[config.mk]
export PLATFORM = sky130hd
export DESIGN_NAME = kvdb_pos_lane
export DESIGN_NICKNAME = d
export VERILOG_FILES = /design/src/sv/kvdb_pkg.sv /design/src/sv/kvdb_pos_lane.sv
export SDC_FILE = /design/constraint.sdc
export NUM_CORES = 2
export LEC_CHECK = 0
export BUFFER_PORTS_ARGS = -buffer_cell sky130_fd_sc_hd__buf_2
export CELL_PAD_IN_SITES_DETAIL_PLACEMENT = 1
export CELL_PAD_IN_SITES_GLOBAL_PLACEMENT = 2
export CORE_ASPECT_RATIO = 0.8
export CORE_UTILIZATION = 38
export CTS_CLUSTER_DIAMETER = 50
export CTS_CLUSTER_SIZE = 8
export DETAILED_ROUTE_END_ITERATION = 6
export GPL_TIMING_DRIVEN = 0
export PLACE_DENSITY = 0.77
export SKIP_CTS_REPAIR_TIMING = 1
export SLEW_MARGIN = 20
export SYNTH_ARGS = -nofsm -noshare
export SYNTH_HDL_FRONTEND = slang
export SYNTH_SLANG_ARGS = --single-unit
export TNS_END_PERCENT = 1
[constraint.sdc]
create_clock -name clk -period 9.03 [get_ports clk]
set_input_delay 1.806 -clock clk [delete_from_list [all_inputs] [get_ports clk]]
set_output_delay 1.806 -clock clk [all_outputs]
set_load 0.05 [all_outputs]
[src/sv/kvdb_pkg.sv]
// Package for the key-frame vertex decode and blend block.
// Holds widths, register indexes and the 162-entry unit-normal table.
// No dependencies.
package kvdb_pkg;

    localparam int NORMAL_COUNT = 162;
    localparam int BLEND_ONE    = 65536;

    typedef enum logic [2:0] {
        REG_SRC_X = 3'd0,
        REG_SRC_Y = 3'd1,
        REG_SRC_Z = 3'd2,
        REG_DST_X = 3'd3,
        REG_DST_Y = 3'd4,
        REG_DST_Z = 3'd5,
        REG_BLEND = 3'd6,
        REG_FLIP  = 3'd7
    } reg_idx_t;

    typedef logic signed [15:0] q14_t;
    typedef struct packed {
        q14_t x;
        q14_t y;
        q14_t z;
    } normal_t;

    localparam logic signed [15:0] M1 = 16'sd16384, M525 = 16'sd8614, M850 = 16'sd13937,
        M955 = 16'sd15654, M295 = 16'sd4837, M162 = 16'sd2662, M262 = 16'sd4307,
        M442 = 16'sd7256, M238 = 16'sd3913, M864 = 16'sd14159, M309 = 16'sd5063,
        M500 = 16'sd8192, M809 = 16'sd13255, M951 = 16'sd15582, M147 = 16'sd2419,
        M716 = 16'sd11740, M681 = 16'sd11169, M587 = 16'sd9630, M425 = 16'sd6969,
        M688 = 16'sd11275, Z = 16'sd0;

    function automatic normal_t nv(input q14_t a, input q14_t b, input q14_t c);
        normal_t r;
        r.x = a;
        r.y = b;
        r.z = c;
        return r;
    endfunction

    function automatic normal_t normal_lut(input logic [7:0] i);
        normal_t r;
        r = nv(Z, Z, Z);
        case (i)
            8'd0: r = nv(-M525,Z,M850);       8'd1: r = nv(-M442,M238,M864);
            8'd2: r = nv(-M295,Z,M955);       8'd3: r = nv(-M309,M500,M809);
            8'd4: r = nv(-M162,M262,M951);    8'd5: r = nv(Z,Z,M1);
            8'd6: r = nv(Z,M850,M525);        8'd7: r = nv(-M147,M716,M681);
            8'd8: r = nv(M147,M716,M681);     8'd9: r = nv(Z,M525,M850);
            8'd10: r = nv(M309,M500,M809);    8'd11: r = nv(M525,Z,M850);
            8'd12: r = nv(M295,Z,M955);       8'd13: r = nv(M442,M238,M864);
            8'd14: r = nv(M162,M262,M951);    8'd15: r = nv(-M681,M147,M716);
            8'd16: r = nv(-M809,M309,M500);   8'd17: r = nv(-M587,M425,M688);
            8'd18: r = nv(-M850,M525,Z);      8'd19: r = nv(-M864,M442,M238);
            8'd20: r = nv(-M716,M681,M147);   8'd21: r = nv(-M688,M587,M425);
            8'd22: r = nv(-M500,M809,M309);   8'd23: r = nv(-M238,M864,M442);
            8'd24: r = nv(-M425,M688,M587);   8'd25: r = nv(-M716,M681,-M147);
            8'd26: r = nv(-M500,M809,-M309);  8'd27: r = nv(-M525,M850,Z);
            8'd28: r = nv(Z,M850,-M525);      8'd29: r = nv(-M238,M864,-M442);
            8'd30: r = nv(Z,M955,-M295);      8'd31: r = nv(-M262,M951,-M162);
            8'd32: r = nv(Z,M1,Z);            8'd33: r = nv(Z,M955,M295);
            8'd34: r = nv(-M262,M951,M162);   8'd35: r = nv(M238,M864,M442);
            8'd36: r = nv(M262,M951,M162);    8'd37: r = nv(M500,M809,M309);
            8'd38: r = nv(M238,M864,-M442);   8'd39: r = nv(M262,M951,-M162);
            8'd40: r = nv(M500,M809,-M309);   8'd41: r = nv(M850,M525,Z);
            8'd42: r = nv(M716,M681,M147);    8'd43: r = nv(M716,M681,-M147);
            8'd44: r = nv(M525,M850,Z);       8'd45: r = nv(M425,M688,M587);
            8'd46: r = nv(M864,M442,M238);    8'd47: r = nv(M688,M587,M425);
            8'd48: r = nv(M809,M309,M500);    8'd49: r = nv(M681,M147,M716);
            8'd50: r = nv(M587,M425,M688);    8'd51: r = nv(M955,M295,Z);
            8'd52: r = nv(M1,Z,Z);            8'd53: r = nv(M951,M162,M262);
            8'd54: r = nv(M850,-M525,Z);      8'd55: r = nv(M955,-M295,Z);
            8'd56: r = nv(M864,-M442,M238);   8'd57: r = nv(M951,-M162,M262);
            8'd58: r = nv(M809,-M309,M500);   8'd59: r = nv(M681,-M147,M716);
            8'd60: r = nv(M850,Z,M525);       8'd61: r = nv(M864,M442,-M238);
            8'd62: r = nv(M809,M309,-M500);   8'd63: r = nv(M951,M162,-M262);
            8'd64: r = nv(M525,Z,-M850);      8'd65: r = nv(M681,M147,-M716);
            8'd66: r = nv(M681,-M147,-M716);  8'd67: r = nv(M850,Z,-M525);
            8'd68: r = nv(M809,-M309,-M500);  8'd69: r = nv(M864,-M442,-M238);
            8'd70: r = nv(M951,-M162,-M262);  8'd71: r = nv(M147,M716,-M681);
            8'd72: r = nv(M309,M500,-M809);   8'd73: r = nv(M425,M688,-M587);
            8'd74: r = nv(M442,M238,-M864);   8'd75: r = nv(M587,M425,-M688);
            8'd76: r = nv(M688,M587,-M425);   8'd77: r = nv(-M147,M716,-M681);
            8'd78: r = nv(-M309,M500,-M809);  8'd79: r = nv(Z,M525,-M850);
            8'd80: r = nv(-M525,Z,-M850);     8'd81: r = nv(-M442,M238,-M864);
            8'd82: r = nv(-M295,Z,-M955);     8'd83: r = nv(-M162,M262,-M951);
            8'd84: r = nv(Z,Z,-M1);           8'd85: r = nv(M295,Z,-M955);
            8'd86: r = nv(M162,M262,-M951);   8'd87: r = nv(-M442,-M238,-M864);
            8'd88: r = nv(-M309,-M500,-M809); 8'd89: r = nv(-M162,-M262,-M951);
            8'd90: r = nv(Z,-M850,-M525);     8'd91: r = nv(-M147,-M716,-M681);
            8'd92: r = nv(M147,-M716,-M681);  8'd93: r = nv(Z,-M525,-M850);
            8'd94: r = nv(M309,-M500,-M809);  8'd95: r = nv(M442,-M238,-M864);
            8'd96: r = nv(M162,-M262,-M951);  8'd97: r = nv(M238,-M864,-M442);
            8'd98: r = nv(M500,-M809,-M309);  8'd99: r = nv(M425,-M688,-M587);
            8'd100: r = nv(M716,-M681,-M147); 8'd101: r = nv(M688,-M587,-M425);
            8'd102: r = nv(M587,-M425,-M688); 8'd103: r = nv(Z,-M955,-M295);
            8'd104: r = nv(Z,-M1,Z);          8'd105: r = nv(M262,-M951,-M162);
            8'd106: r = nv(Z,-M850,M525);     8'd107: r = nv(Z,-M955,M295);
            8'd108: r = nv(M238,-M864,M442);  8'd109: r = nv(M262,-M951,M162);
            8'd110: r = nv(M500,-M809,M309);  8'd111: r = nv(M716,-M681,M147);
            8'd112: r = nv(M525,-M850,Z);     8'd113: r = nv(-M238,-M864,-M442);
            8'd114: r = nv(-M500,-M809,-M309);8'd115: r = nv(-M262,-M951,-M162);
            8'd116: r = nv(-M850,-M525,Z);    8'd117: r = nv(-M716,-M681,-M147);
            8'd118: r = nv(-M716,-M681,M147); 8'd119: r = nv(-M525,-M850,Z);
            8'd120: r = nv(-M500,-M809,M309); 8'd121: r = nv(-M238,-M864,M442);
            8'd122: r = nv(-M262,-M951,M162); 8'd123: r = nv(-M864,-M442,M238);
            8'd124: r = nv(-M809,-M309,M500); 8'd125: r = nv(-M688,-M587,M425);
            8'd126: r = nv(-M681,-M147,M716); 8'd127: r = nv(-M442,-M238,M864);
            8'd128: r = nv(-M587,-M425,M688); 8'd129: r = nv(-M309,-M500,M809);
            8'd130: r = nv(-M147,-M716,M681); 8'd131: r = nv(-M425,-M688,M587);
            8'd132: r = nv(-M162,-M262,M951); 8'd133: r = nv(M442,-M238,M864);
            8'd134: r = nv(M162,-M262,M951);  8'd135: r = nv(M309,-M500,M809);
            8'd136: r = nv(M147,-M716,M681);  8'd137: r = nv(Z,-M525,M850);
            8'd138: r = nv(M425,-M688,M587);  8'd139: r = nv(M587,-M425,M688);
            8'd140: r = nv(M688,-M587,M425);  8'd141: r = nv(-M955,M295,Z);
            8'd142: r = nv(-M951,M162,M262);  8'd143: r = nv(-M1,Z,Z);
            8'd144: r = nv(-M850,Z,M525);     8'd145: r = nv(-M955,-M295,Z);
            8'd146: r = nv(-M951,-M162,M262); 8'd147: r = nv(-M864,M442,-M238);
            8'd148: r = nv(-M951,M162,-M262); 8'd149: r = nv(-M809,M309,-M500);
            8'd150: r = nv(-M864,-M442,-M238);8'd151: r = nv(-M951,-M162,-M262);
            8'd152: r = nv(-M809,-M309,-M500);8'd153: r = nv(-M681,M147,-M716);
            8'd154: r = nv(-M681,-M147,-M716);8'd155: r = nv(-M850,Z,-M525);
            8'd156: r = nv(-M688,M587,-M425); 8'd157: r = nv(-M587,M425,-M688);
            8'd158: r = nv(-M425,M688,-M587); 8'd159: r = nv(-M425,-M688,-M587);
            8'd160: r = nv(-M587,-M425,-M688);8'd161: r = nv(-M688,-M587,-M425);
            default: r = nv(Z,Z,Z);
        endcase
        return r;
    endfunction

endpackage

[src/sv/kvdb_pos_lane.sv]
// One position lane: decodes both frames' coordinate and blends them.
// Three register stages: decode, blend multiply, round and saturate.
// Depends on kvdb_pkg.
module kvdb_pos_lane
    import kvdb_pkg::*;
(
    input  logic               clk,
    input  logic               en0,
    input  logic               en1,
    input  logic               en2,
    input  logic [63:0]        src_xf,
    input  logic [63:0]        dst_xf,
    input  logic [7:0]         src_byte,
    input  logic [7:0]         dst_byte,
    input  logic [16:0]        blend,
    output logic signed [31:0] pos
);

    // decoded values need 41 bits; difference 42
    logic signed [40:0] s_reg, s_next, d_reg, d_next;
    logic signed [40:0] s1_reg;
    logic signed [59:0] p_reg, p_next;
    logic signed [31:0] pos_reg, pos_next;
    logic signed [41:0] diff;
    logic signed [59:0] biased;
    logic signed [43:0] q;
    logic signed [44:0] v;

    always_comb
    begin
        s_next = 41'($signed(src_xf[63:32]) * $signed({1'b0, src_byte}))
               + 41'($signed(src_xf[31:0]));
        d_next = 41'($signed(dst_xf[63:32]) * $signed({1'b0, dst_byte}))
               + 41'($signed(dst_xf[31:0]));
    end

    // 42 x 18 product, split by the blend stage register
    always_comb
    begin
        diff   = 42'(d_reg) - 42'(s_reg);
        p_next = 60'(diff * $signed({1'b0, blend}));
    end

    always_comb
    begin
        biased = p_reg + 60'sd32768;
        q      = 44'(biased >>> 16);
        v      = 45'(s1_reg) + 45'(q);
        if (v > 45'sd2147483647)
            pos_next = 32'sh7fffffff;
        else if (v < -45'sd2147483648)
            pos_next = 32'sh80000000;
        else
            pos_next = v[31:0];
    end

    always_ff @(posedge clk)
    begin
        if (en0)
        begin
            s_reg <= s_next;
            d_reg <= d_next;
        end
        if (en1)
        begin
            s1_reg <= s_reg;
            p_reg  <= p_next;
        end
        if (en2)
            pos_reg <= pos_next;
    end

    assign pos = pos_reg;

endmodule

; ---- After elaboration in Yosys (flattened, before gate mapping)
; Cells that the tools add are included.
[word_totals]
regBits = 215
elab_cells = 16
[classes]
multipliers = 3
add_sub_neg = 5
magnitude_cmp = 2
muxes = 1
[op_table]
columns = cell, n
row1 = $add A41 B32 Y41, 2
row2 = $mul A32 B9 Y41, 2
row3 = $add A60 B17 Y60 const B, 1
row4 = $mul A42 B18 Y60, 1
row5 = $add A41 B44 Y45, 1
row6 = $gt A45 B32 Y1 const B, 1
row7 = $lt A45 B32 Y1 const B, 1
row8 = $sub A41 B41 Y42, 1
row9 = $mux W32, 1

; ---- Depth between registers and ports, before layout
[logic_depth]
ltp_word = 4
depth_mapped = 36

; ---- Least setup slack after synthesis
; No wires, ideal clock.
[synth_timing]
kind = flip-flop to flip-flop
startpoint = reg s_reg[0]
endpoint = reg p_reg[39] (data pin)
setup_slack_ns = 0.488
t_arrival_ns = 8.284
path_buffers = 2
setup_ns = 0.258
t_required_ns = 8.772
synth_period_minus_slack_ns = 8.542
stages_incl_launch_ff = 34
path_cell_list = edfxtp_1 ha_1 fa_1 nand2b_1 a21boi_0 o21ai_0 a31oi_1 nor2_1 o21bai_1 a21o_1 a21oi_1 xnor2_1 clkbuf_1 nand2_1 fa_1 inv_1 fa_1 fa_1 fa_1 fa_1 inv_1 fa_1 inv_1 ha_1 clkbuf_1 nand4_1 or4_1 o31ai_1 a21oi_1 o31ai_1 a31o_2 a21o_1 a21oi_1 xnor2_1
[synth_via]
elab_chain_len = 2
[synth_rtl]
columns = item, line
row1 = from (decl), kvdb_pos_lane.sv:20  ; logic signed [40:0] s_reg, s_next, d_reg, d_next;
row2 = from (signal assigned), kvdb_pos_lane.sv:61  ; s_reg <= s_next;
row3 = $sub A41 B41 Y42, kvdb_pos_lane.sv:40  ; diff = 42'(d_reg) - 42'(s_reg);
row4 = $mul A42 B18 Y60, kvdb_pos_lane.sv:41  ; p_next = 60'(diff * $signed({1'b0, blend}));
row5 = via p_next[39], kvdb_pos_lane.sv:22  ; logic signed [59:0] p_reg, p_next;
row6 = to (signal assigned), kvdb_pos_lane.sv:67  ; p_reg <= p_next;
row7 = to (decl), kvdb_pos_lane.sv:22
; The timed path passes the listed nets, and every way through them passes these cells.
; A chain may end at the register's enable or synchronous reset.

; ---- Worst setup path after layout
[layout_timing]
startpoint = reg s_reg[1]
endpoint = reg p_reg[59] (data pin)
; The elaborated chain is that of the path after synthesis.

==> out/results.ini <==
[yosys]
synth_nets = 7754
avgSynthCellArea_um2 = 9.172
async_flop_share = 0
synth-seq-cells = 200
synth_edf_count = 200
synth_ff_type = edfxtp_1
ys_types = 88
ys_seq_area_frac = 0.1082
ys_warn_count = 0
syn_area_mm2 = 0.05550
synthCells = 6051

[route]
wirelength_um = 182800
drtPass1Iterations = 7
vias = 42140
first_iter_violations = 2481
drc = 10
antenna_left = 0
vias_per_cell = 5.106
routedWlPerCell_um = 22.14

[run_status]
violations = design-rule violations, negative setup slack
status = finished with violations

[placed_design]
finalWeightedCongestion = 0.9074
dp.cells = 8141
port_buffers = 179
pre_cts_ws_ps = -4111
hpwl_um = 157600

[cells_and_area]
finalNetCount = 8034
final_cells = 8253
drive_above_1_share = 0.09200
nFillCells = 16810
area_growth_pct = 11.76
largest_reg_flops = 45

[floorplan]
start_util = 0.3824
core-area_mm2 = 0.1451
fp-row-count = 125
boundaryPins = 197
fp.dieH_um = 343.8
dieArea_mm2 = 0.1476
die_w_um = 429.3

[hold_path]
hold_path_class = register to register

[sta]
fin_crit_ps = 9433
final_max_slew_viol_count = 0
slew_headroom = 0.2602
fin_crit_sh = 1.045
clock_skew_ps = 18.39
rsz0062_at_grt = yes
tightest_slew_ps = 1110
fmax_mhz = 106.0
setup_viol = 15
worst_slack_ps = -403.2
finalHoldViolations = 0

[global_route]
grt.overflow.total = 0
grt.total_usage = 0.2495
grt_antenna_before_repair = 17
grt_pass1_vias = 46010
grt_pass1_wl_um = 279000
grt_max_degree = 60

[worst_setup_path]
critPathKind = register to register
end_kind = register
r2r_slack_ps = -400
crit_path_top_delay_cell = edfxtp_1
cp-start-kind = register
critPathMaxFanout = 10
arrival_ps = 9660
slowest_delay_ps = 560
required_ps = 9260

[clock_network]
htreeDepth = 4
root_buffer = clkbuf_16
cts_tree = yes
clk_path_buf_depth = 3
clkTransAtPathRegs_ps = 70
clkSinkCount = 200
cts_buffers = 25
clk_latency_ps = 520

[run]
maxCapViolations = 0

-- layer usage --
metal | global-route usage | wire length, µm | vias up
met5 | 0 | 19 | -
met4 | 0.04062 | 3569 | 2
met3 | 0.02598 | 9328 | 132
met2 | 0.4014 | 83160 | 906
met1 | 0.3680 | 86680 | 22100
li1 | - | - | 19000
-- cell families after synthesis --
| kind of cell | synth area share |
|---|---|
| AND/OR/NAND/NOR | 0.1593 |
| flip-flops | 0.1082 |
| XOR/XNOR | 0.03803 |
| buffers and inverters | 0.1098 |
| multiplexers | 0.006944 |
| adder cells (fa/ha/maj) | 0.5008 |
| AO/OA/AOI/OAI | 0.07688 |
-- worst paths after layout --
path | startpoint | end | cells past startpoint
max reg2reg | s_reg[1]$_DFFE_PP_ | p_reg[59]$_DFFE_PP_ | 33
min | s_reg[36]$_DFFE_PP_ | s1_reg[36]$_DFFE_PP_ | 0
max | s_reg[1]$_DFFE_PP_ | p_reg[59]$_DFFE_PP_ | 33
min reg2reg | s_reg[36]$_DFFE_PP_ | s1_reg[36]$_DFFE_PP_ | 0
-- worst max-delay path: cells and delay by family (launching register included) --
family | cells | cell delay (ps)
compound gates | 12 | 2730
buf+inv | 8 | 1080
simple gates | 3 | 610
fa+ha+maj | 8 | 3510
flops | 1 | 560
xor+xnor | 2 | 620
-- synthesized netlist by cell type, drive strengths merged (8+ instances only) --
| master | number | share of area |
|---|---|---|
| a211oi | 27 | 0.0037 |
| a21o | 102 | 0.014 |
| a21oi | 178 | 0.016 |
| a221oi | 8 | 0.0013 |
| a31oi | 27 | 0.0030 |
| and2 | 586 | 0.066 |
| and3 | 33 | 0.0038 |
| and4 | 12 | 0.0019 |
| buf | 8 | 0.0011 |
| clkbuf | 217 | 0.015 |
| edfxtp | 200 | 0.11 |
| fa | 1139 | 0.41 |
| ha | 399 | 0.090 |
| inv | 1383 | 0.094 |
| mux2 | 12 | 0.0024 |
| mux2i | 25 | 0.0045 |
| nand2 | 779 | 0.053 |
| nand2b | 28 | 0.0032 |
| nand3 | 49 | 0.0045 |
| nand4 | 36 | 0.0041 |
| nor2 | 120 | 0.0081 |
| nor2b | 48 | 0.0054 |
| nor3 | 35 | 0.0032 |
| nor4 | 10 | 0.0011 |
| o211ai | 15 | 0.0020 |
| o21a | 33 | 0.0045 |
| o21ai | 136 | 0.013 |
| o21bai | 29 | 0.0039 |
| o311ai | 10 | 0.0016 |
| o31ai | 12 | 0.0016 |
| or3 | 10 | 0.0011 |
| xnor2 | 171 | 0.027 |
| xor2 | 70 | 0.011 |
-- through the flow --
stage | area [µm²] | hold slack (ps) | utilization | TNS [ps]
4_1_cts | 59700 | 462.7 | 0.4113 | -83170
3_3_place_gp | 58780 | 441.1 | 0.4050 | -93980
5_1_grt | 62000 | 478.5 | 0.4271 | -7125
6_report | 62020 | 457.0 | 0.4273 | -2974
3_5_place_dp | 58990 | 445.0 | 0.4064 | -80780
2_1_floorplan | 55500 | 426.4 | - | 0
-- placed cells by master, fill, tap and decap left out, types with 141 or more instances in the layout --
master	n
inv_1	1377
fa_1	1124
xnor2_1	141
edfxtp_1	200
a21oi_1	153
ha_1	378
buf_2	178
and2_1	581
nand2_1	776
clkbuf_1	158
-- cell type report --
type | instances | area, µm² | area share
repair buffers | 263 | 1678 | 0.02705
inverters | 1384 | 5195 | 0.08376
clock buffers | 28 | 636.9 | 0.01027
plain buffers | 215 | 1086 | 0.01751
multi-input cells | 4242 | 44940 | 0.7245
clock inverters | 5 | 75.07 | 0.001210
flip-flops and latches | 200 | 6006 | 0.09683
diodes | 11 | 27.53 | 0.0004438
well taps | 1905 | 2384 | 0.03843
Power is not shown: default switching activity piles up to over one toggle a cycle in this logic, so the estimate is an artifact.
