**src/sv/kvdb_pkg.sv**
```systemverilog
// Package for the key-frame vertex decode and blend block.
// Holds widths, register indexes and the 162-entry unit-normal table.
// No dependencies.
package kvdb_pkg;

    localparam int NORMAL_COUNT = 162;
    localparam int BLEND_ONE    = 65536;

    typedef enum logic [2:0] {
        REG_SRC_X = 3'd0,
        REG_SRC_Y = 3'd1,
        REG_SRC_Z = 3'd2,
        REG_DST_X = 3'd3,
        REG_DST_Y = 3'd4,
        REG_DST_Z = 3'd5,
        REG_BLEND = 3'd6,
        REG_FLIP  = 3'd7
    } reg_idx_t;

    typedef logic signed [15:0] q14_t;
    typedef struct packed {
        q14_t x;
        q14_t y;
        q14_t z;
    } normal_t;

    localparam logic signed [15:0] M1 = 16'sd16384, M525 = 16'sd8614, M850 = 16'sd13937,
        M955 = 16'sd15654, M295 = 16'sd4837, M162 = 16'sd2662, M262 = 16'sd4307,
        M442 = 16'sd7256, M238 = 16'sd3913, M864 = 16'sd14159, M309 = 16'sd5063,
        M500 = 16'sd8192, M809 = 16'sd13255, M951 = 16'sd15582, M147 = 16'sd2419,
        M716 = 16'sd11740, M681 = 16'sd11169, M587 = 16'sd9630, M425 = 16'sd6969,
        M688 = 16'sd11275, Z = 16'sd0;

    function automatic normal_t nv(input q14_t a, input q14_t b, input q14_t c);
        normal_t r;
        r.x = a;
        r.y = b;
        r.z = c;
        return r;
    endfunction

    function automatic normal_t normal_lut(input logic [7:0] i);
        normal_t r;
        r = nv(Z, Z, Z);
        case (i)
            8'd0: r = nv(-M525,Z,M850);       8'd1: r = nv(-M442,M238,M864);
            8'd2: r = nv(-M295,Z,M955);       8'd3: r = nv(-M309,M500,M809);
            8'd4: r = nv(-M162,M262,M951);    8'd5: r = nv(Z,Z,M1);
            8'd6: r = nv(Z,M850,M525);        8'd7: r = nv(-M147,M716,M681);
            8'd8: r = nv(M147,M716,M681);     8'd9: r = nv(Z,M525,M850);
            8'd10: r = nv(M309,M500,M809);    8'd11: r = nv(M525,Z,M850);
            8'd12: r = nv(M295,Z,M955);       8'd13: r = nv(M442,M238,M864);
            8'd14: r = nv(M162,M262,M951);    8'd15: r = nv(-M681,M147,M716);
            8'd16: r = nv(-M809,M309,M500);   8'd17: r = nv(-M587,M425,M688);
            8'd18: r = nv(-M850,M525,Z);      8'd19: r = nv(-M864,M442,M238);
            8'd20: r = nv(-M716,M681,M147);   8'd21: r = nv(-M688,M587,M425);
            8'd22: r = nv(-M500,M809,M309);   8'd23: r = nv(-M238,M864,M442);
            8'd24: r = nv(-M425,M688,M587);   8'd25: r = nv(-M716,M681,-M147);
            8'd26: r = nv(-M500,M809,-M309);  8'd27: r = nv(-M525,M850,Z);
            8'd28: r = nv(Z,M850,-M525);      8'd29: r = nv(-M238,M864,-M442);
            8'd30: r = nv(Z,M955,-M295);      8'd31: r = nv(-M262,M951,-M162);
            8'd32: r = nv(Z,M1,Z);            8'd33: r = nv(Z,M955,M295);
            8'd34: r = nv(-M262,M951,M162);   8'd35: r = nv(M238,M864,M442);
            8'd36: r = nv(M262,M951,M162);    8'd37: r = nv(M500,M809,M309);
            8'd38: r = nv(M238,M864,-M442);   8'd39: r = nv(M262,M951,-M162);
            8'd40: r = nv(M500,M809,-M309);   8'd41: r = nv(M850,M525,Z);
            8'd42: r = nv(M716,M681,M147);    8'd43: r = nv(M716,M681,-M147);
            8'd44: r = nv(M525,M850,Z);       8'd45: r = nv(M425,M688,M587);
            8'd46: r = nv(M864,M442,M238);    8'd47: r = nv(M688,M587,M425);
            8'd48: r = nv(M809,M309,M500);    8'd49: r = nv(M681,M147,M716);
            8'd50: r = nv(M587,M425,M688);    8'd51: r = nv(M955,M295,Z);
            8'd52: r = nv(M1,Z,Z);            8'd53: r = nv(M951,M162,M262);
            8'd54: r = nv(M850,-M525,Z);      8'd55: r = nv(M955,-M295,Z);
            8'd56: r = nv(M864,-M442,M238);   8'd57: r = nv(M951,-M162,M262);
            8'd58: r = nv(M809,-M309,M500);   8'd59: r = nv(M681,-M147,M716);
            8'd60: r = nv(M850,Z,M525);       8'd61: r = nv(M864,M442,-M238);
            8'd62: r = nv(M809,M309,-M500);   8'd63: r = nv(M951,M162,-M262);
            8'd64: r = nv(M525,Z,-M850);      8'd65: r = nv(M681,M147,-M716);
            8'd66: r = nv(M681,-M147,-M716);  8'd67: r = nv(M850,Z,-M525);
            8'd68: r = nv(M809,-M309,-M500);  8'd69: r = nv(M864,-M442,-M238);
            8'd70: r = nv(M951,-M162,-M262);  8'd71: r = nv(M147,M716,-M681);
            8'd72: r = nv(M309,M500,-M809);   8'd73: r = nv(M425,M688,-M587);
            8'd74: r = nv(M442,M238,-M864);   8'd75: r = nv(M587,M425,-M688);
            8'd76: r = nv(M688,M587,-M425);   8'd77: r = nv(-M147,M716,-M681);
            8'd78: r = nv(-M309,M500,-M809);  8'd79: r = nv(Z,M525,-M850);
            8'd80: r = nv(-M525,Z,-M850);     8'd81: r = nv(-M442,M238,-M864);
            8'd82: r = nv(-M295,Z,-M955);     8'd83: r = nv(-M162,M262,-M951);
            8'd84: r = nv(Z,Z,-M1);           8'd85: r = nv(M295,Z,-M955);
            8'd86: r = nv(M162,M262,-M951);   8'd87: r = nv(-M442,-M238,-M864);
            8'd88: r = nv(-M309,-M500,-M809); 8'd89: r = nv(-M162,-M262,-M951);
            8'd90: r = nv(Z,-M850,-M525);     8'd91: r = nv(-M147,-M716,-M681);
            8'd92: r = nv(M147,-M716,-M681);  8'd93: r = nv(Z,-M525,-M850);
            8'd94: r = nv(M309,-M500,-M809);  8'd95: r = nv(M442,-M238,-M864);
            8'd96: r = nv(M162,-M262,-M951);  8'd97: r = nv(M238,-M864,-M442);
            8'd98: r = nv(M500,-M809,-M309);  8'd99: r = nv(M425,-M688,-M587);
            8'd100: r = nv(M716,-M681,-M147); 8'd101: r = nv(M688,-M587,-M425);
            8'd102: r = nv(M587,-M425,-M688); 8'd103: r = nv(Z,-M955,-M295);
            8'd104: r = nv(Z,-M1,Z);          8'd105: r = nv(M262,-M951,-M162);
            8'd106: r = nv(Z,-M850,M525);     8'd107: r = nv(Z,-M955,M295);
            8'd108: r = nv(M238,-M864,M442);  8'd109: r = nv(M262,-M951,M162);
            8'd110: r = nv(M500,-M809,M309);  8'd111: r = nv(M716,-M681,M147);
            8'd112: r = nv(M525,-M850,Z);     8'd113: r = nv(-M238,-M864,-M442);
            8'd114: r = nv(-M500,-M809,-M309);8'd115: r = nv(-M262,-M951,-M162);
            8'd116: r = nv(-M850,-M525,Z);    8'd117: r = nv(-M716,-M681,-M147);
            8'd118: r = nv(-M716,-M681,M147); 8'd119: r = nv(-M525,-M850,Z);
            8'd120: r = nv(-M500,-M809,M309); 8'd121: r = nv(-M238,-M864,M442);
            8'd122: r = nv(-M262,-M951,M162); 8'd123: r = nv(-M864,-M442,M238);
            8'd124: r = nv(-M809,-M309,M500); 8'd125: r = nv(-M688,-M587,M425);
            8'd126: r = nv(-M681,-M147,M716); 8'd127: r = nv(-M442,-M238,M864);
            8'd128: r = nv(-M587,-M425,M688); 8'd129: r = nv(-M309,-M500,M809);
            8'd130: r = nv(-M147,-M716,M681); 8'd131: r = nv(-M425,-M688,M587);
            8'd132: r = nv(-M162,-M262,M951); 8'd133: r = nv(M442,-M238,M864);
            8'd134: r = nv(M162,-M262,M951);  8'd135: r = nv(M309,-M500,M809);
            8'd136: r = nv(M147,-M716,M681);  8'd137: r = nv(Z,-M525,M850);
            8'd138: r = nv(M425,-M688,M587);  8'd139: r = nv(M587,-M425,M688);
            8'd140: r = nv(M688,-M587,M425);  8'd141: r = nv(-M955,M295,Z);
            8'd142: r = nv(-M951,M162,M262);  8'd143: r = nv(-M1,Z,Z);
            8'd144: r = nv(-M850,Z,M525);     8'd145: r = nv(-M955,-M295,Z);
            8'd146: r = nv(-M951,-M162,M262); 8'd147: r = nv(-M864,M442,-M238);
            8'd148: r = nv(-M951,M162,-M262); 8'd149: r = nv(-M809,M309,-M500);
            8'd150: r = nv(-M864,-M442,-M238);8'd151: r = nv(-M951,-M162,-M262);
            8'd152: r = nv(-M809,-M309,-M500);8'd153: r = nv(-M681,M147,-M716);
            8'd154: r = nv(-M681,-M147,-M716);8'd155: r = nv(-M850,Z,-M525);
            8'd156: r = nv(-M688,M587,-M425); 8'd157: r = nv(-M587,M425,-M688);
            8'd158: r = nv(-M425,M688,-M587); 8'd159: r = nv(-M425,-M688,-M587);
            8'd160: r = nv(-M587,-M425,-M688);8'd161: r = nv(-M688,-M587,-M425);
            default: r = nv(Z,Z,Z);
        endcase
        return r;
    endfunction

endpackage

```
**src/sv/kvdb_norm_lane.sv**
```systemverilog
// One normal lane: blends one component of the two looked-up normals.
// Stages line up with the position lanes. Depends on kvdb_pkg.
module kvdb_norm_lane
    import kvdb_pkg::*;
(
    input  logic        clk,
    input  logic        en1,
    input  logic        en2,
    input  q14_t        s_val,
    input  q14_t        d_val,
    input  logic [16:0] blend,
    output q14_t        norm_raw
);

    q14_t               s1_reg;
    logic signed [34:0] p_reg, p_next;
    q14_t               n_reg, n_next;
    logic signed [34:0] biased;
    logic signed [18:0] q;

    always_comb
    begin
        p_next = 35'((17'(d_val) - 17'(s_val)) * $signed({1'b0, blend}));
        biased = p_reg + 35'sd32768;
        q      = 19'(biased >>> 16);
        n_next = 16'(19'(s1_reg) + q);
    end

    always_ff @(posedge clk)
    begin
        if (en1)
        begin
            s1_reg <= s_val;
            p_reg  <= p_next;
        end
        if (en2)
            n_reg <= n_next;
    end

    assign norm_raw = n_reg;

endmodule

```
**config.mk**
```make
export PLATFORM = sky130hd
export DESIGN_NAME = kvdb_norm_lane
export DESIGN_NICKNAME = d
export VERILOG_FILES = /design/src/sv/kvdb_pkg.sv /design/src/sv/kvdb_norm_lane.sv
export SDC_FILE = /design/constraint.sdc
export NUM_CORES = 1
export LEC_CHECK = 0
export BUFFER_PORTS_ARGS = -buffer_cell sky130_fd_sc_hd__buf_2
export CAP_MARGIN = 5
export CORE_MARGIN = 2
export CORE_UTILIZATION = 65
export DETAILED_ROUTE_END_ITERATION = 8
export PLACE_DENSITY = 0.84
export SETUP_SLACK_MARGIN = 0.15
export SLEW_MARGIN = 20
export SYNTH_ARGS = -nofsm -noshare
export SYNTH_HDL_FRONTEND = slang
export SYNTH_SLANG_ARGS = --single-unit
```
**constraint.sdc**
```tcl
create_clock -name clk -period 10.79 [get_ports clk]
set_clock_uncertainty 0.2 [all_clocks]
set_input_delay 1.6185 -clock clk [delete_from_list [all_inputs] [get_ports clk]]
set_output_delay 1.6185 -clock clk [all_outputs]
set_load 0.02 [all_outputs]
```
# Yosys cells after proc, flatten, opt, wreduce, memory -nomap -nowiden
# Index checks and enable logic that the tools add are counted.
# word_totals
mem_bits_rw	0
regBits	64
latch_bits	0
word_cells	7
rom_bits	0
out_inout_bits	16
inputBits	52
memories	0
# classes
n_mul	1
n_bitwise	0
muxes	0
n_reduce_logical	0
n_addsub	3
order_cmp	0
eq_ne	0
n_shift	0
div_mod_pow	0
# op_table
operator	count
32-bit by 17-bit adder with 32-bit output (second input constant)	1
17-bit by 18-bit multiplier with 32-bit output	1
16-bit by 16-bit subtractor with 17-bit output	1
16-bit adder	1

# Depth between registers and ports, before layout
# Gate-level depths: netlist of run 1.
# depth
depth_word	2
depth_mapped	33
depth_no_buf	32

# Least setup slack after synthesis of run 1
# No wires, ideal clock.
# synth_timing
kind	input port to flip-flop
from	input port d_val[0]
to	register p_reg[31], data pin
arrival_time_ps	8618
setup_slack_ps	1715
t_required_ps	10332
stages	32
n_path_buf	1
path_cell_list	inv_1 ha_1 fa_1 nor2b_1 o31a_1 o22ai_2 o21bai_1 a21oi_1 xnor2_1 clkbuf_1 nand2_1 fa_1 inv_1 fa_1 inv_1 fa_1 inv_1 fa_1 fa_1 inv_1 fa_1 inv_1 ha_1 inv_1 or3_1 a211o_1 a41oi_4 a311oi_2 a21oi_2 a31oi_1 xnor2_1 xnor2_1
# synth_via
elab_chain_len	2
# synth_lines
element	line	rtl
start, declared	kvdb_norm_lane.sv:10	input q14_t d_val,
16-bit by 16-bit subtractor with 17-bit output	kvdb_norm_lane.sv:23	p_next = 35'((17'(d_val) - 17'(s_val)) * $signed({1'b0, blend}));
17-bit by 18-bit multiplier with 32-bit output	kvdb_norm_lane.sv:23	
via p_next[31]	kvdb_norm_lane.sv:16	logic signed [34:0] p_reg, p_next;
end signal, assigned	kvdb_norm_lane.sv:34	p_reg <= p_next;
end, declared	kvdb_norm_lane.sv:16	
# The timed path passes the listed nets, and every way through them passes these cells.
# A chain may end at the register's enable or synchronous reset.

# Worst setup path in the final report of run 1
# layout_timing
from	input port s_val[0]
to	register p_reg[31], data pin
# layout_via
elab_chain_len	2
# layout_lines
element	line	rtl
start, declared	kvdb_norm_lane.sv:9	input q14_t s_val,
16-bit by 16-bit subtractor with 17-bit output	kvdb_norm_lane.sv:23	
17-bit by 18-bit multiplier with 32-bit output	kvdb_norm_lane.sv:23	
via p_next[31]	kvdb_norm_lane.sv:16	
# The timed path passes the listed nets, and every way through them passes these cells.

==> impl_metrics.yaml, run 1 <==
sta:
  finalWorstPathRequiredPeriod_ns: 9.711
  final-max-slew-violation-count: 0
  hold_violations: 0
  timing.setup.tns_ns: 0
  tightest_slew_ns: 1.063
  final_min_period_over_clock_period: 0.9000
  slew_headroom: 0.2879
  report.final.setup_viol: 0
  rsz0062_at_grt: "no"
  max_freq_mhz: 103.0
synthesis:
  yosys-mux-area-fraction: 0
  synth_fa_ha_area_frac: 0.5100
  synth_cell_types: 53
  sequential_area_share_after_synthesis: 0.1204
  synth-compound-area-share: 0.06001
  synth_enable_flop_cells: 49
  post_synth_and_or_nand_nor_area_fraction: 0.1577
  synth_flop_cell: "edfxtp_1"
  main_combinational_cell_family_by_area_after_synthesis: "adder cells"
  synth_area_sq_um: 12220
  synth_cells: 1302
  syn_area_per_cell_sq_um: 9.384
  postSynthNetCount: 1717
  yosysWarningCount: 0
  synth_register_bits: 49
  ys_async_rst_share: 0
  synth-xor-area-share: 0.04557
cts:
  clock_net_sink_count: 49
  tritoncts.num_buffers: 5
  post_cts_hold_buffer_count: 0
  cts-root-buf: "clkbuf_16"
  cts_post_setup_buffers_inserted: 0
  cts_tree: "yes"
  clockBufferDepth: 2
  cts_max_level: 2
  ctsResizeCount: 0
  worst_skew_pair.late_latency_ns: 0.29
  path_clk_slew_ns: 0.06
route:
  drtIter0Drc: 495
  avgViaCountPerCell: 5.568
  routed-via-count: 8842
  first_pass_iters: 5
  drtAntennaViolNets: 0
  post_drt_wl_per_cell_microns: 16.52
  wl_mm: 26.24
  post-route-drc-count: 0
layout:
  final_nets: 1768
  max_ffs_per_register: 17
  most_used_cells_in_the_layout_excluding_fill_and_tap_cells: "311 x inv_1, 225 x fa_1, 153 x nand2_1"
  diodes: 0
  finalInstanceArea_sq_um: 12950
  final_layout_size_suffix_gt1_frac: 0.07533
  layout_commonest_cell: "inv_1"
  syn_to_final_growth_pct: 5.970
die:
  floorplan.die.width_microns: 141.1
  rows: 50
  die_area_sq_um: 19910
  dieHeight_microns: 141.1
  i_o_pin_total: 68
  core_area_sq_um: 18580
  initial_utilization: 0.6576
global_route:
  grt_pass1_wl_mm: 44.39
  largest_net_degree_at_the_start_of_global_routing: 34
  grt_antenna_before_repair: 0
  groute.usage.overall: 0.2779
  number_of_global_route_vias_before_repair: 9444
  grt.overflow.total: 0
setup_path:
  rr_startpoint: "p_reg[15]"
  critical_path.max_stage_delay_ns: 0.67
  timing.reg2reg.setup_slack_ns: 6.92
  critPathSlowestCell: "xnor2_2"
  worst_ep_arrival_time_ns: 9.55
  cpMostUsedCell: "fa_1"
  depth_of_the_worst_register_to_register_path: 12
  crit-reg2reg-capture: "norm_raw[14]"
  cp-end-kind: "register"
  worst-setup-path-type: "in -> reg"
  worst-endpoint-required_ns: 10.63
  cp_max_fo: 17
  timing.critical_path.from_type: "input pin"
  crit_path_start: "s_val[0]"
  cp-endpoint: "p_reg[31]"
place:
  place_hpwl_mm: 21.19
  gp_routability_congestion: 0.8793
  postPlaceCellArea_sq_um: 12800
  io_buffer_count: 67
hold_path:
  worstHoldPathType: "reg -> reg"
outcome:
  run_status: "finished clean"
flow_run:
  number_of_max_cap_violations: 0
[cell type report]
cell class              count  area (sq um)
clock buffers               5         125.1
clock inverters             3         17.52
fillers                  1368          5633
inverters                 311          1167
multi-input cells         908          9455
flip-flops and latches     49          1471
well taps                 234         292.8
repair buffers             78         417.9
[worst min path at each step]
stage / startpoint / to / slack, ns / depth (start not counted)
after global routing: s1_reg[0] / norm_raw[0] / 0.46 / 1
after floorplan: s1_reg[0] / norm_raw[0] / 0.33 / 1
after detailed placement: s1_reg[0] / norm_raw[0] / 0.41 / 1
after global placement: s1_reg[0] / norm_raw[0] / 0.39 / 1
after CTS: s1_reg[0] / norm_raw[0] / 0.44 / 1
final: s1_reg[0] / norm_raw[0] / 0.44 / 1
[cell families after synthesis]
| group | count (synthesis) |
|---|---|
| flops | 49 |
| buf+inv | 345 |
| fa+ha+maj | 363 |
| compound gates | 97 |
| xor+xnor | 61 |
| simple gates | 387 |
[metal layers]
metal	wire [microns]	GRT usage	share of wire	up-vias
met5	0	0	0	-
met4	474	0.06105	0.018	0
met3	1668	0.02344	0.064	42
met2	12990	0.4900	0.50	324
met1	11100	0.3791	0.42	4421
li1	-	-	-	4055
[worst max-delay path: cells and delay by family]
family          cells  cell delay, ns
simple gates        4            0.81
compound gates     10            2.05
buf+inv             4            0.26
fa+ha+maj           9            3.86
xor+xnor            3            0.95
[cells in the mapped netlist, drive strengths merged (2+ instances only)]
cell | number | share of area
o21bai | 4 | 0.0025
a211oi | 2 | 0.0012
nor2 | 38 | 0.012
inv | 311 | 0.096
xor2 | 11 | 0.0079
a211o | 2 | 0.0014
clkbuf | 31 | 0.0095
a311oi | 4 | 0.0039
nor3b | 2 | 0.0012
edfxtp | 49 | 0.12
o41ai | 2 | 0.0027
nand3 | 19 | 0.0078
a21o | 13 | 0.0080
a2111oi | 3 | 0.0038
nand2b | 13 | 0.0067
o211a | 2 | 0.0016
o31a | 3 | 0.0022
a21oi | 29 | 0.012
nand4 | 4 | 0.0020
fa | 225 | 0.37
and2 | 100 | 0.051
nor3 | 6 | 0.0025
ha | 138 | 0.14
and3 | 6 | 0.0031
xnor2 | 50 | 0.038
o21ai | 12 | 0.0049
nor2b | 37 | 0.019
o21a | 9 | 0.0055
o31ai | 4 | 0.0029
or3 | 4 | 0.0020
buf | 3 | 0.0012
nand2 | 153 | 0.047
[stage by stage]
step | util | cells | worst slack (ns) | hold WS [ns]
2_1_floorplan | - | 1302 | 1.715 | 0.3256
3_5_place_dp | 0.6892 | 1580 | 0.8740 | 0.4063
5_1_grt | 0.6968 | 1588 | 0.7499 | 0.4618
3_3_place_gp | 0.6892 | 1580 | 1.092 | 0.3874
6_report | 0.6968 | 1588 | 1.079 | 0.4409
4_1_cts | 0.6968 | 1588 | 1.116 | 0.4368
Power of run 1 is not shown: default switching activity piles up to over one toggle a cycle in this logic, so the estimate is an artifact.
==> run 2: changes to the inputs <==
RECOVER_POWER = 50   (was not set)
==> run 2 against run 1 <==
Effect of this change:
- fmax barely moved
- count of clock-buffer cells in the layout did not move
- critical path depth did not move
- the flow now finishes with violations (max-capacitance violations, max-slew violations)
- setup slack got worse by 0.0046 ns
- first-iteration DRC count rose by 0.20%
- flip-flop and latch count did not move
- cell area fell by 0.14%
==> impl_metrics.yaml, run 2 (synthesis results as in run 1) <==
outcome:
  run_status: "finished with violations"
  violations_in_the_final_reports: "max-capacitance violations, max-slew violations"
die:
  dieHeight_microns: 141.1
  rows: 50
  core_area_sq_um: 18580
  i_o_pin_total: 68
  initial_utilization: 0.6576
  die_area_sq_um: 19910
  floorplan.die.width_microns: 141.1
layout:
  finalInstanceArea_sq_um: 12930
  final_nets: 1768
  syn_to_final_growth_pct: 5.827
  max_ffs_per_register: 17
  layout_commonest_cell: "inv_1"
  final_layout_size_suffix_gt1_frac: 0.06499
  fill_cells: 1377
  diodes: 0
  most_used_cells_in_the_layout_excluding_fill_and_tap_cells: "311 x inv_1, 225 x fa_1, 153 x nand2_1"
global_route:
  number_of_global_route_vias_before_repair: 9444
  grt_pass1_wl_mm: 44.39
  groute.usage.overall: 0.2779
  met1_usage: 0.3791
  grt_antenna_before_repair: 0
  gr-max-usage-layer: "met2"
  grt.overflow.total: 0
  largest_net_degree_at_the_start_of_global_routing: 34
  global_route.usage.met3: 0.02344
  globalRouteMet2Util: 0.4900
setup_path:
  worst_ep_arrival_time_ns: 9.56
  timing.critical_path.from_type: "input pin"
  depth_of_the_worst_register_to_register_path: 12
  worst-endpoint-required_ns: 10.63
  cp-endpoint: "p_reg[31]"
  worst-setup-path-type: "in -> reg"
  cpMostUsedCell: "fa_1"
  cp-end-kind: "register"
  cp_max_fo: 17
  crit-reg2reg-capture: "norm_raw[14]"
  critPathSlowestCell: "xnor2_2"
  rr_startpoint: "p_reg[15]"
  crit_path_start: "s_val[0]"
  timing.reg2reg.setup_slack_ns: 6.92
  critical_path.max_stage_delay_ns: 0.69
flow_run:
  number_of_max_cap_violations: 1
cts:
  cts_max_level: 2
  clockBufferDepth: 2
  worst_skew_pair.late_latency_ns: 0.29
  path_clk_slew_ns: 0.06
  cts_tree: "yes"
  cts-root-buf: "clkbuf_16"
  tritoncts.num_buffers: 5
  clock_net_sink_count: 49
  ctsResizeCount: 0
  post_cts_hold_buffer_count: 0
  cts_post_setup_buffers_inserted: 0
hold_path:
  worstHoldPathType: "reg -> reg"
sta:
  final_min_period_over_clock_period: 0.9004
  tightest_slew_ns: 1.766
  rsz0062_at_grt: "no"
  timing.setup.tns_ns: 0
  finalWorstPathRequiredPeriod_ns: 9.716
  report.final.setup_viol: 0
  slew_headroom: -0.1774
  final_critical_path_setup_slack_ns: 1.074
  max_freq_mhz: 102.9
  hold_violations: 0
  final-max-slew-violation-count: 34
place:
  dp_slack_ns: 0.8740
  postPlaceCellArea_sq_um: 12800
  place_hpwl_mm: 21.19
  io_buffer_count: 67
  gp_routability_congestion: 0.8793
route:
  drtAntennaViolNets: 0
  wl_mm: 26.26
  post-route-drc-count: 0
  first_pass_iters: 5
  drtIter0Drc: 496
  avgViaCountPerCell: 5.573
  routed-via-count: 8850
  post_drt_wl_per_cell_microns: 16.54
-- run 2: critical path: cells and delay by family --
kind	cells	cell delay, ns
xor+xnor	3	0.97
simple gates	4	0.81
buf+inv	4	0.24
compound gates	10	2.05
fa+ha+maj	9	3.86
-- run 2: worst min-delay path by stage --
stage	start	endpoint	slack, ns	cells past startpoint
after floorplan	s1_reg[0]	norm_raw[0]	0.33	1
after global placement	s1_reg[0]	norm_raw[0]	0.39	1
after detailed placement	s1_reg[0]	norm_raw[0]	0.41	1
after CTS	s1_reg[0]	norm_raw[0]	0.44	1
after global routing	s1_reg[0]	norm_raw[0]	0.46	1
final	s1_reg[0]	norm_raw[0]	0.44	1
-- run 2: routing by layer --
layer  wire length, microns  share of wire
met1                  11110           0.42
met2                  13000           0.49
met3                   1666          0.063
met4                    485          0.018
met5                      0              0
-- run 2: cell type report --
cell class	count	area, sq um	area share
Multi-Input combinational cell	908	9455	0.7313
Clock buffer	5	125.1	0.009677
Inverter	311	1167	0.09028
Clock inverter	3	17.52	0.001355
Tap cell	234	292.8	0.02264
Timing Repair Buffer	78	400.4	0.03097
Sequential cell	49	1471	0.1138
-- run 2: per-stage QoR --
stage / instances / hold slack, ns / utilization
3_5_place_dp: 1580 / 0.4063 / 0.6892
3_3_place_gp: 1580 / 0.3874 / 0.6892
4_1_cts: 1588 / 0.4368 / 0.6968
5_1_grt: 1588 / 0.4618 / 0.6959
6_report: 1588 / 0.4409 / 0.6959
2_1_floorplan: 1302 / 0.3256 / -
Power of run 2 is left out for the same reason.
==> run 3: changes to the inputs <==
CELL_PAD_IN_SITES_DETAIL_PLACEMENT = 0   (was not set)
CELL_PAD_IN_SITES_GLOBAL_PLACEMENT = 1   (was not set)
CORE_UTILIZATION = 50   (was 65)
PLACE_DENSITY = not set   (was 0.84)
PLACE_DENSITY_LB_ADDON = 0.1   (was not set)
RECOVER_POWER = not set   (was 50)
==> run 3 against run 2 <==
Effect of this change:
- the flow now finishes without violations
- routed wire length up 4.4%
- fmax rose by 2.9%
- count of clock-buffer cells in the layout stayed put
- cell area up 1.3%
- global-route usage down 5.1 points
- worst hold slack lost 0.021 ns
- critical path type unchanged
- via count fell by 4.8%
- critical path depth rose by 1
- register-to-register slack worse by 0.07 ns
- final cell count grew 6.0%
==> impl_metrics.yaml, run 3 (synthesis results as in run 1) <==
sta:
  final_min_period_over_clock_period: 0.8747
  rsz0062_at_grt: "no"
  final-max-slew-violation-count: 0
  report.final.setup_viol: 0
  hold_violations: 0
  tightest_slew_ns: 0.8872
  slew_headroom: 0.4056
  finalWorstPathRequiredPeriod_ns: 9.438
  timing.setup.tns_ns: 0
  max_freq_mhz: 106.0
setup_path:
  worst-endpoint-required_ns: 10.64
  timing.critical_path.from_type: "input pin"
  crit-reg2reg-capture: "norm_raw[14]"
  depth_of_the_worst_register_to_register_path: 12
  worst-setup-path-type: "in -> reg"
  path_buf_inv: 5
  cp_num_cells: 31
  critical_path.max_stage_delay_ns: 0.56
  rr_startpoint: "p_reg[15]"
  cpMostUsedCell: "fa_1"
  worst_ep_arrival_time_ns: 9.28
  critPathSlowestCell: "fa_1"
  cp-endpoint: "p_reg[31]"
  path_delay_family: "adder cells"
  crit_path_start: "s_val[0]"
  cp_max_fo: 12
  timing.reg2reg.setup_slack_ns: 6.85
  cp-end-kind: "register"
global_route:
  grt.overflow.total: 0
  largest_net_degree_at_the_start_of_global_routing: 34
  globalRouteMet2Util: 0.3886
  met1_usage: 0.3290
  groute.usage.overall: 0.2268
  grt_antenna_before_repair: 0
  number_of_global_route_vias_before_repair: 9051
  global_route.usage.met3: 0.01395
  gr-max-usage-layer: "met2"
  grt_pass1_wl_mm: 46.29
layout:
  max_ffs_per_register: 17
  final_layout_size_suffix_gt1_frac: 0.07806
  multiInputGateArea_sq_um: 9455
  most_used_cells_in_the_layout_excluding_fill_and_tap_cells: "311 x inv_1, 225 x fa_1, 153 x nand2_1"
  fill_cells: 2243
  layout_commonest_cell: "inv_1"
  syn_to_final_growth_pct: 7.240
  final_nets: 1772
  seqCellArea_sq_um: 1471
cts:
  cts_max_level: 2
  path_clk_slew_ns: 0.07
  clock_net_sink_count: 49
  clockBufferDepth: 2
  post_cts_hold_buffer_count: 0
  cts_post_setup_buffers_inserted: 0
  tritoncts.num_buffers: 5
  worst_skew_pair.late_latency_ns: 0.29
  ctsResizeCount: 0
  cts_tree: "yes"
  cts-root-buf: "clkbuf_16"
route:
  drtIter0Drc: 379
  routed-via-count: 8421
  wl_mm: 27.43
  drtAntennaViolNets: 0
  avgViaCountPerCell: 5.001
  post-route-drc-count: 0
  first_pass_iters: 5
  post_drt_wl_per_cell_microns: 16.29
place:
  gp_routability_congestion: 0.8381
  place_hpwl_mm: 22.82
  io_buffer_count: 67
outcome:
  run_status: "finished clean"
die:
  die_area_sq_um: 25700
  i_o_pin_total: 68
  floorplan.die.width_microns: 160.3
  initial_utilization: 0.5054
  core_area_sq_um: 24180
  dieHeight_microns: 160.3
  rows: 57
flow_run:
  number_of_max_cap_violations: 0
hold_path:
  worstHoldPathType: "reg -> reg"
-- run 3: cell types whose count changed in the layout (fill, tap and decap cells not counted) --
cell,change
clkinv_2,-2
diode_2,+2
buf_2,+14
buf_4,+4
inv_6,+2
clkbuf_1,-14
-- run 3: layout make-up --
type / count / area share
inverters: 311 / 0.08909
multi-input cells: 908 / 0.7216
clock inverters: 3 / 0.001910
well taps: 324 / 0.03094
diodes: 2 / 0.0003820
repair buffers: 82 / 0.03419
flip-flops and latches: 49 / 0.1123
clock buffers: 5 / 0.009549
-- run 3: worst min-delay path by stage --
stage	start	endpoint	slack, ns	cells past startpoint
floorplan	s1_reg[0]	norm_raw[0]	0.33	1
detailed placement	s1_reg[0]	norm_raw[0]	0.38	1
global placement	s1_reg[0]	norm_raw[0]	0.40	1
finish	s1_reg[0]	norm_raw[0]	0.42	1
CTS	s1_reg[0]	norm_raw[0]	0.41	1
global route	s1_reg[0]	norm_raw[0]	0.44	1
-- run 3: metrics by stage --
step	setup slack, ns	hold slack, ns	util	instances	area [sq um]
3_5_place_dp	1.047	0.3808	0.5355	1674	12950
3_3_place_gp	1.123	0.3975	0.5355	1674	12950
4_1_cts	1.332	0.4085	0.5417	1682	13100
2_1_floorplan	1.715	0.3256	-	1302	12220
5_1_grt	0.8978	0.4388	0.5417	1682	13100
6_report	1.352	0.4199	0.5419	1684	13100
-- run 3: per-layer routing --
layer,wire length [microns],up-vias
met3,818,17
met1,13430,4203
met2,12950,139
met4,231,0
li1,-,4062
met5,0,-
Power of run 3 is left out for the same reason.
